===== src/krt_pkg.sv =====
// keyed record table: shared types and constants
// no dependencies; imported by every module of the table
`default_nettype none

package krt_pkg;

	localparam int CAPACITY = 64;
	localparam int IDX_W    = (CAPACITY > 1) ? $clog2(CAPACITY) : 1;
	localparam int CNT_W    = $clog2(CAPACITY + 1);
	localparam int KEY_W    = 32;
	localparam int PAY_W    = 64;

	typedef enum logic [1:0] {
		CMD_APPEND = 2'd0,
		CMD_LIST   = 2'd1,
		CMD_SEARCH = 2'd2,
		CMD_DELETE = 2'd3
	} krt_cmd_t;

	typedef enum logic [1:0] {
		ST_OK      = 2'd0,
		ST_FULL    = 2'd1,
		ST_MISSING = 2'd2,
		ST_EMPTY   = 2'd3
	} krt_status_t;

	typedef enum logic [1:0] {
		S_IDLE,
		S_WALK,
		S_SHIFT
	} krt_state_t;

	typedef struct packed {
		krt_cmd_t                command;
		logic signed [KEY_W-1:0] key;
		logic [PAY_W-1:0]        payload;
	} krt_item_t;

	typedef struct packed {
		krt_status_t             status;
		logic signed [KEY_W-1:0] rec_key;
		logic [PAY_W-1:0]        rec_payload;
		logic                    last;
	} krt_result_t;

	typedef struct packed {
		logic signed [KEY_W-1:0] key;
		logic [PAY_W-1:0]        payload;
	} krt_rec_t;

	typedef struct packed {
		logic             we;
		logic [IDX_W-1:0] waddr;
		krt_rec_t         wdata;
		logic             re;
		logic [IDX_W-1:0] raddr;
	} krt_ram_req_t;

endpackage

`default_nettype wire


===== src/krt_ctrl.sv =====
// keyed record table: command sequencer, read pipeline and compaction
// drives krt_ram and produces result beats; depends on krt_pkg
`default_nettype none

module krt_ctrl (
	input  wire                   clk,
	input  wire                   arst_n,
	input  wire                   start,
	input  krt_pkg::krt_item_t    item,
	output logic                  busy,
	output krt_pkg::krt_ram_req_t req,
	input  krt_pkg::krt_rec_t     rdata,
	output logic                  res_valid,
	output krt_pkg::krt_result_t  res
);
	import krt_pkg::*;

	krt_state_t              state_q, state_d;
	logic [CNT_W-1:0]        count_q, count_d;
	logic [CNT_W-1:0]        ra_q, ra_d;
	logic                    rd_v_s1, rd_v_d;
	logic [IDX_W-1:0]        rd_a_s1, rd_a_d;
	krt_cmd_t                cmd_q, cmd_d;
	logic signed [KEY_W-1:0] key_q, key_d;
	logic [CNT_W-1:0]        cnt_m1;
	logic                    at_last;
	logic                    key_hit;

	assign cnt_m1  = count_q - CNT_W'(1);
	assign at_last = (rd_a_s1 == cnt_m1[IDX_W-1:0]);
	assign key_hit = (rdata.key == key_q);
	assign busy    = (state_q != S_IDLE);

	always_ff @(posedge clk or negedge arst_n) begin
		if (!arst_n) begin
			state_q <= S_IDLE;
			count_q <= '0;
			ra_q    <= '0;
			rd_v_s1 <= 1'b0;
		end else begin
			state_q <= state_d;
			count_q <= count_d;
			ra_q    <= ra_d;
			rd_v_s1 <= rd_v_d;
		end
	end

	always_ff @(posedge clk) begin
		rd_a_s1 <= rd_a_d;
		cmd_q   <= cmd_d;
		key_q   <= key_d;
	end

	always_comb begin
		state_d   = state_q;
		count_d   = count_q;
		ra_d      = ra_q;
		rd_v_d    = 1'b0;
		rd_a_d    = rd_a_s1;
		cmd_d     = cmd_q;
		key_d     = key_q;
		req       = '0;
		res_valid = 1'b0;
		res       = '0;
		unique case (state_q) inside
			S_IDLE: begin
				if (start) begin
					cmd_d = item.command;
					key_d = item.key;
					unique case (item.command) inside
						CMD_APPEND: begin
							res_valid = 1'b1;
							res.last  = 1'b1;
							if (count_q == CNT_W'(CAPACITY)) begin
								res.status = ST_FULL;
							end else begin
								res.status          = ST_OK;
								req.we              = 1'b1;
								req.waddr           = count_q[IDX_W-1:0];
								req.wdata.key       = item.key;
								req.wdata.payload   = item.payload;
								count_d             = count_q + CNT_W'(1);
							end
						end
						CMD_LIST, CMD_SEARCH, CMD_DELETE: begin
							if (count_q == '0) begin
								res_valid  = 1'b1;
								res.last   = 1'b1;
								res.status = (item.command == CMD_LIST) ? ST_EMPTY : ST_MISSING;
							end else begin
								state_d = S_WALK;
								ra_d    = '0;
							end
						end
						default: begin
							state_d = S_IDLE;
						end
					endcase
				end
			end
			S_WALK, S_SHIFT: begin
				// issue one read per cycle up to the fill count
				if (ra_q < count_q) begin
					req.re    = 1'b1;
					req.raddr = ra_q[IDX_W-1:0];
					ra_d      = ra_q + CNT_W'(1);
					rd_v_d    = 1'b1;
					rd_a_d    = ra_q[IDX_W-1:0];
				end
				if (rd_v_s1) begin
					if (state_q == S_SHIFT) begin
						// move entry down by one to close the gap
						req.we    = 1'b1;
						req.waddr = rd_a_s1 - IDX_W'(1);
						req.wdata = rdata;
						if (at_last) begin
							count_d = cnt_m1;
							state_d = S_IDLE;
							rd_v_d  = 1'b0;
						end
					end else if (cmd_q == CMD_LIST) begin
						res_valid       = 1'b1;
						res.status      = ST_OK;
						res.rec_key     = rdata.key;
						res.rec_payload = rdata.payload;
						res.last        = at_last;
						if (at_last) begin
							state_d = S_IDLE;
							rd_v_d  = 1'b0;
						end
					end else if (key_hit) begin
						res_valid       = 1'b1;
						res.status      = ST_OK;
						res.rec_key     = rdata.key;
						res.rec_payload = rdata.payload;
						res.last        = 1'b1;
						if (cmd_q == CMD_SEARCH) begin
							state_d = S_IDLE;
							rd_v_d  = 1'b0;
						end else if (at_last) begin
							count_d = cnt_m1;
							state_d = S_IDLE;
							rd_v_d  = 1'b0;
						end else begin
							state_d = S_SHIFT;
						end
					end else if (at_last) begin
						res_valid  = 1'b1;
						res.status = ST_MISSING;
						res.last   = 1'b1;
						state_d    = S_IDLE;
						rd_v_d     = 1'b0;
					end
				end
			end
			default: begin
				state_d = S_IDLE;
			end
		endcase
	end

endmodule

`default_nettype wire


===== config.mk =====
export PLATFORM = sky130hd
export DESIGN_NAME = krt_ctrl
export DESIGN_NICKNAME = d
export VERILOG_FILES = /design/src/krt_pkg.sv /design/src/krt_ctrl.sv
export SDC_FILE = /design/constraint.sdc
export NUM_CORES = 1
export LEC_CHECK = 0
export ABC_AREA = 1
export BUFFER_PORTS_ARGS = -buffer_cell sky130_fd_sc_hd__buf_2
export CORE_AREA = 2 2 160 162
export CTS_BUF_LIST = sky130_fd_sc_hd__clkbuf_16
export DETAILED_ROUTE_END_ITERATION = 12
export DIE_AREA = 0 0 162 164
export PLACE_DENSITY = 0.48
export SLEW_MARGIN = 20
export SYNTH_ARGS = -nofsm -noshare
export SYNTH_HDL_FRONTEND = slang
export SYNTH_SLANG_ARGS = --single-unit

===== constraint.sdc =====
create_clock -name clk -period 2.8 [get_ports clk]
set_input_delay 0.14 -clock clk [delete_from_list [all_inputs] [get_ports clk]]
set_output_delay 0.14 -clock clk [all_outputs]
set_load 0.02 [all_outputs]

Yosys cells after proc, flatten, opt, wreduce, memory -nomap -nowiden:

Cells that the tools add are included.

* input port bits: 197
* output and inout bits: 211
* bits in registers: 57
* word-level logic and storage cells: 111

* reduce and logical (&&, ||, !) cells: 12
* add/sub/neg operators: 4
* multiplexer cells: 65
* magnitude comparators: 1
* eq/ne operators: 22

Operator list (number)
* 103-bit two-way mux: 5
* 99-bit two-way mux: 3
* 103-bit one-hot mux with 2 select lines: 1
* 96-bit two-way mux: 2
* 7-bit two-way mux: 15
* 32-bit equality test: 1
* 7-bit one-hot mux with 2 select lines: 2
* 2-bit two-way mux: 13
* 1-bit two-way mux: 17
* 2-bit one-hot mux with 2 select lines: 4
* 7-bit by 1-bit adder with 7-bit output, second input constant: 2
* 2-bit != test, second input constant: 6
* 3-bit != test, second input constant: 4
* 2-bit equality test, second input constant: 4
* 8-bit AND reduction: 1
* 7-bit equality test, second input constant: 1
* 7-bit zero test: 1
* 7-bit less-than comparator: 1
* 7-bit by 1-bit subtractor with 7-bit output, second input constant: 1
* 2-bit by 1-bit equality test with 1-bit output, second input constant: 3
* 6-bit equality test: 1
* 1-bit one-hot mux with 2 select lines: 3
* 6-bit by 1-bit subtractor with 6-bit output, second input constant: 1
* 5-bit AND reduction: 1
* other kinds (7): 11

Longest topological paths before layout:

* word-level depth: 9
* gate-level depth with buffers: 17
* mapped depth without buffers: 17

Worst setup path after synthesis:

Ideal clock, no wire load.

* kind: register to output
* from: register count_q[2]
* to: output req[0] (netlist name)
* slack: 356 ps
* cell stages (with the launch flop): 11
* data arrival time: 2304 ps
* cells stage by stage: dfrtp_1 buf_6 inv_2 ha_1 a21oi_1 nand2_1 nand4_1 nand2_1 nor2_1 inv_1 nor2_1

RTL lines
* start, declared: RTL line krt_ctrl.sv:19 `logic [CNT_W-1:0] count_q, count_d;`
* start signal, assigned: RTL line krt_ctrl.sv:42 `count_q <= count_d;`
* end, declared: RTL line krt_ctrl.sv:11 `output krt_pkg::krt_ram_req_t req,`

==> impl_results.html <==
<table>
<tr><th>Metric</th><th>Value</th></tr>
<tr><th colspan="2">Status</th></tr>
<tr><td>Outcome</td><td>finished clean</td></tr>
<tr><th colspan="2">STA</th></tr>
<tr><td>Pin slew with the least headroom to its limit</td><td>0.541 ns</td></tr>
<tr><td>Final setup violation count</td><td>0</td></tr>
<tr><td>Post-Route Skew</td><td>~0.0071 ns</td></tr>
<tr><td>Setup repair after global routing missed its margin</td><td>no</td></tr>
<tr><td>Sum of negative setup slack</td><td>0 ns</td></tr>
<tr><td>Crit path time final</td><td>approximately 2.6 ns</td></tr>
<tr><td>Minimum setup slack in the final design</td><td>0.202 ns</td></tr>
<tr><td>Final hold violation count</td><td>0</td></tr>
<tr><td>Number of max-slew violations in the final report</td><td>0</td></tr>
<tr><td>Highest attainable clock frequency</td><td>approximately 380 MHz</td></tr>
<tr><td>Period utilization</td><td>0.928</td></tr>
<tr><td>Headroom to the max-slew limit</td><td>0.639</td></tr>
<tr><th colspan="2">Critical path</th></tr>
<tr><td>Worst stage delay on the critical path</td><td>approximately 0.44 ns</td></tr>
<tr><td>Depth of the most critical reg-to-reg path</td><td>10</td></tr>
<tr><td>Critical-path top delay cell</td><td>sky130_fd_sc_hd__dfrtp_1</td></tr>
<tr><td>Worst setup slack for register-to-register paths</td><td>a little under 0.7 ns</td></tr>
<tr><td>Data arrival, critical path</td><td>2.46 ns</td></tr>
<tr><td>Critical setup path kind</td><td>register to output port</td></tr>
<tr><td>Required arrival time at the worst endpoint</td><td>roughly 2.7 ns</td></tr>
<tr><td>End of the worst register-to-register path</td><td>ra_q[2]$_DFFE_PN0P_</td></tr>
<tr><td>Maximum net fanout on the critical path</td><td>46</td></tr>
<tr><td>Origin of the critical flop-to-flop path</td><td>count_q[2]$_DFFE_PN0P_</td></tr>
<tr><td>Worst path buffer plus inverter count</td><td>3</td></tr>
<tr><td>Cell depth of the worst setup path</td><td>8</td></tr>
<tr><td>Startpoint class of the critical path</td><td>register</td></tr>
<tr><td>Gate family responsible for the most delay along the worst path</td><td>buffers and inverters</td></tr>
<tr><td>Top cell by count, worst path</td><td>sky130_fd_sc_hd__nand2_1</td></tr>
<tr><td>Crit. End Element</td><td>output port</td></tr>
<tr><td>List of cells traversed by the critical path</td><td>inv_1 -&gt; ha_4 -&gt; nand2_1 -&gt; nor3_4 -&gt; buf_12 -&gt; nand2_1 -&gt; a21oi_1 -&gt; buf_2</td></tr>
<tr><th colspan="2">Logic synthesis</th></tr>
<tr><td>Fraction of the mapped netlist area in compound gates</td><td>0.120</td></tr>
<tr><td>Total number of yosys warnings</td><td>0</td></tr>
<tr><td>Share of the synthesized area in the top cell type</td><td>0.207</td></tr>
<tr><td>Count of mapped cells out of synthesis</td><td>slightly above 1000</td></tr>
<tr><td>Post-synthesis instance area</td><td>5980 sq um</td></tr>
<tr><td>Synthesized-area fraction occupied by xor and xnor cells</td><td>0.0293</td></tr>
<tr><td>Synth Area in Adders</td><td>0.0293</td></tr>
<tr><td>Main combinational cell family by area after synthesis</td><td>simple AND/OR/NAND/NOR gates</td></tr>
<tr><td>Seq/Total Area, Yosys</td><td>0.272</td></tr>
<tr><td>Top cells by area, synth</td><td>sky130_fd_sc_hd__nand2_1 (21%), sky130_fd_sc_hd__edfxtp_1 (20%), sky130_fd_sc_hd__nand3_1 (11%)</td></tr>
<tr><td>Simple-gate portion of the synthesized area</td><td>0.435</td></tr>
<tr><td>Library cell with the largest summed area after synthesis</td><td>sky130_fd_sc_hd__nand2_1</td></tr>
<tr><td>Mux contribution to synthesized area</td><td>0</td></tr>
<tr><td>Average footprint of a synthesized cell</td><td>5.88 sq um</td></tr>
<tr><td>Distinct cells, synth</td><td>34</td></tr>
<tr><td>Post-synth net total</td><td>roughly 1200</td></tr>
<tr><td>Synth Register Bits</td><td>57</td></tr>
<tr><th colspan="2">Finish</th></tr>
<tr><td>Final Instance Area</td><td>8850 sq um</td></tr>
<tr><td>Fraction of final layout cells with drive strength greater than 1</td><td>0.335</td></tr>
<tr><td>Most common cell after layout, fill and taps aside</td><td>sky130_fd_sc_hd__buf_2</td></tr>
<tr><td>Layout-stage area growth over the synthesis result</td><td>48.1%</td></tr>
<tr><td>Net count reported at finish</td><td>~1600</td></tr>
<tr><td>Commonest cells after routing, fill and taps aside</td><td>sky130_fd_sc_hd__buf_2 (407), sky130_fd_sc_hd__nand2_1 (329), sky130_fd_sc_hd__nand3_1 (128), sky130_fd_sc_hd__nor2_1 (119), sky130_fd_sc_hd__a21oi_1 (116)</td></tr>
<tr><th colspan="2">Floorplan</th></tr>
<tr><td>Number of rows created at floorplan</td><td>58</td></tr>
<tr><td>Die area</td><td>between 20000 and 30000 sq um</td></tr>
<tr><td>Core region area</td><td>between 20000 and 25000 sq um</td></tr>
<tr><td>Y dimension of the die</td><td>around 160 microns</td></tr>
<tr><td>Die X-Extent</td><td>about 160 microns</td></tr>
<tr><td>IO Count</td><td>a little over 400</td></tr>
<tr><td>Initial standard-cell utilization of the core</td><td>0.241</td></tr>
<tr><th colspan="2">Placement</th></tr>
<tr><td>Post-detailed-placement half-perimeter wirelength</td><td>around 24000 microns</td></tr>
<tr><td>Final weighted congestion in routability-driven placement</td><td>0.879</td></tr>
<tr><td># port buffers</td><td>407</td></tr>
<tr><td>DP Worst Slack</td><td>around 0.44 ns</td></tr>
<tr><td>DP Area</td><td>approximately 8400 sq um</td></tr>
<tr><th colspan="2">Power and ir drop</th></tr>
<tr><td>Overall Power</td><td>roughly 2.8 mW</td></tr>
<tr><td>PD cells</td><td>between 300 and 400 nW/um^2</td></tr>
<tr><td>Leakage component of the power</td><td>4.99 nW</td></tr>
<tr><td>Largest voltage drop on the vdd net</td><td>0.000300 V</td></tr>
<tr><th colspan="2">Routing</th></tr>
<tr><td>Number of violations reported at the end of detailed-routing iteration 0</td><td>631</td></tr>
<tr><td>Average detailed-routed wire length per instance</td><td>~18 microns</td></tr>
<tr><td>Vias</td><td>slightly above 8000</td></tr>
<tr><td>Residual DRC count</td><td>0</td></tr>
<tr><td>Overall routed net length</td><td>a little over 30000 microns</td></tr>
<tr><td>Detailed-routing iteration count for the pre-antenna-repair pass</td><td>5</td></tr>
<tr><td>Post-DR vias/cell</td><td>4.69</td></tr>
<tr><td>Post-route antenna net violation count</td><td>0</td></tr>
<tr><th colspan="2">CTS</th></tr>
<tr><td>Worst-path clk slew</td><td>~0.06 ns</td></tr>
<tr><td>Clock buffers created by TritonCTS</td><td>9</td></tr>
<tr><td>CTS root buf</td><td>sky130_fd_sc_hd__clkbuf_16</td></tr>
<tr><td>Buffer depth of the longest clock path</td><td>2</td></tr>
<tr><td>H-tree depth</td><td>3</td></tr>
<tr><td>Clock latency reported for the late side of the worst-skew pair</td><td>approximately 0.34 ns</td></tr>
<tr><td>CTS tree</td><td>yes</td></tr>
<tr><td>Count of clock tree sinks</td><td>57</td></tr>
<tr><th colspan="2">Min path</th></tr>
<tr><td>Cells on Worst Hold Path</td><td>1</td></tr>
<tr><td>Terminating pin of the worst hold path</td><td>key_q[27]$_DFFE_PP_</td></tr>
<tr><td>Type of the most critical hold path</td><td>input pin to register</td></tr>
<tr><td>Min-delay src</td><td>item[91]</td></tr>
<tr><th colspan="2">Global route</th></tr>
<tr><td>Antenna violations before repair</td><td>2</td></tr>
<tr><td>GRT overflow</td><td>0</td></tr>
<tr><td>Number of global-route vias before repair</td><td>between 7000 and 8000</td></tr>
<tr><td>Global-route wire length before repair</td><td>approximately 44000 microns</td></tr>
<tr><td>Largest net degree at the start of global routing</td><td>between 60 and 70</td></tr>
<tr><td>Total GRT Usage</td><td>0.215</td></tr>
<tr><th colspan="2">Run</th></tr>
<tr><td>Max-cap violation count</td><td>0</td></tr>
</table>
-- cell families (layout without fill, tap and decap cells) --
family / after synthesis / in the layout
AO/OA/AOI/OAI: 136 / 136
XOR/XNOR: 20 / 20
adder cells (fa/ha/maj): 14 / 14
buffers and inverters: 168 / 562
flip-flops: 57 / 57
other: 0 / 1
AND/OR/NAND/NOR: 621 / 621
-- routing by layer --
metal,vias to the layer above,track usage,part of all wire
met5,-,0,0.00042
met4,2,0.0438,0.017
met3,34,0.0487,0.079
met2,343,0.371,0.49
met1,3752,0.277,0.42
li1,4040,-,-
-- cell usage after synthesis (all sizes together) --
master,number
nand2,333
nand3,129
nor2,127
a21oi,117
inv,100
clkbuf,53
edfxtp,40
nor3,26
dfrtp,17
ha,14
buf,13
xor2,11
o21ai,10
xnor2,9
nand4,6
clkinv,2
o21a,2
o31ai,2
a211oi,1
a21boi,1
a31oi,1
o211ai,1
o21bai,1
-- how the worst max path moves through the flow --
stage                                      start       end  slack, ns
after floorplan           count_q[2]$_DFFE_PN0P_    req[0]       0.36
after global placement    state_q[0]$_DFFE_PN0P_  req[106]       0.40
after detailed placement  state_q[0]$_DFFE_PN0P_  req[106]       0.44
after CTS                 state_q[0]$_DFFE_PN0P_  req[106]       0.06
after global routing         key_q[22]$_DFFE_PP_   res[24]      0.009
final                     state_q[0]$_DFFE_PN0P_   req[21]       0.20
-- stage by stage --
stage               hold WS (ns)  utilization  instances
floorplan                 -0.156            -       1016
global placement           0.113        0.339       1710
detailed placement         0.112        0.339       1710
CTS                     0.000110        0.355       1739
global route             0.00252        0.357       1741
finish                   0.00592        0.357       1741
-- power breakdown --
group | total, mW | switching, mW | internal [mW]
Sequential | 1.07 | 0.0660 | 1.00
Clock | 1.02 | 0.421 | 0.595
Combinational | 0.731 | 0.435 | 0.296
Total | 2.82 | 0.923 | 1.89
-- flip-flops by register name, indices dropped and copies added, names as in the netlist --
signal,cells
rd_v_s1,1
rd_a_s1,6
cmd_q,2
ra_q,7
state_q,2
count_q,7
key_q,32
-- layout make-up --
cell class / count / area, sq um
clock buffer: 9 / 225
fill: 2868 / 16000
inverter: 102 / 384
timing repair buffer: 444 / 2440
sequential: 57 / 1630
multi-input combinational: 791 / 3710
antenna: 1 / 2.50
clock inverter: 7 / 46.3
tap: 330 / 413
-- repair_timing --
| action | in CTS | in global routing |
|---|---|---|
| buffers inserted | 0 | 0 |
| setup endpoints to repair | 0 | 46 |
| gates resized for setup | 0 | 4 |
| hold buffers | 13 | 1 |
| endpoints found under the hold margin | 29 | 1 |
Note: power is estimated with default switching activity, not from simulation.
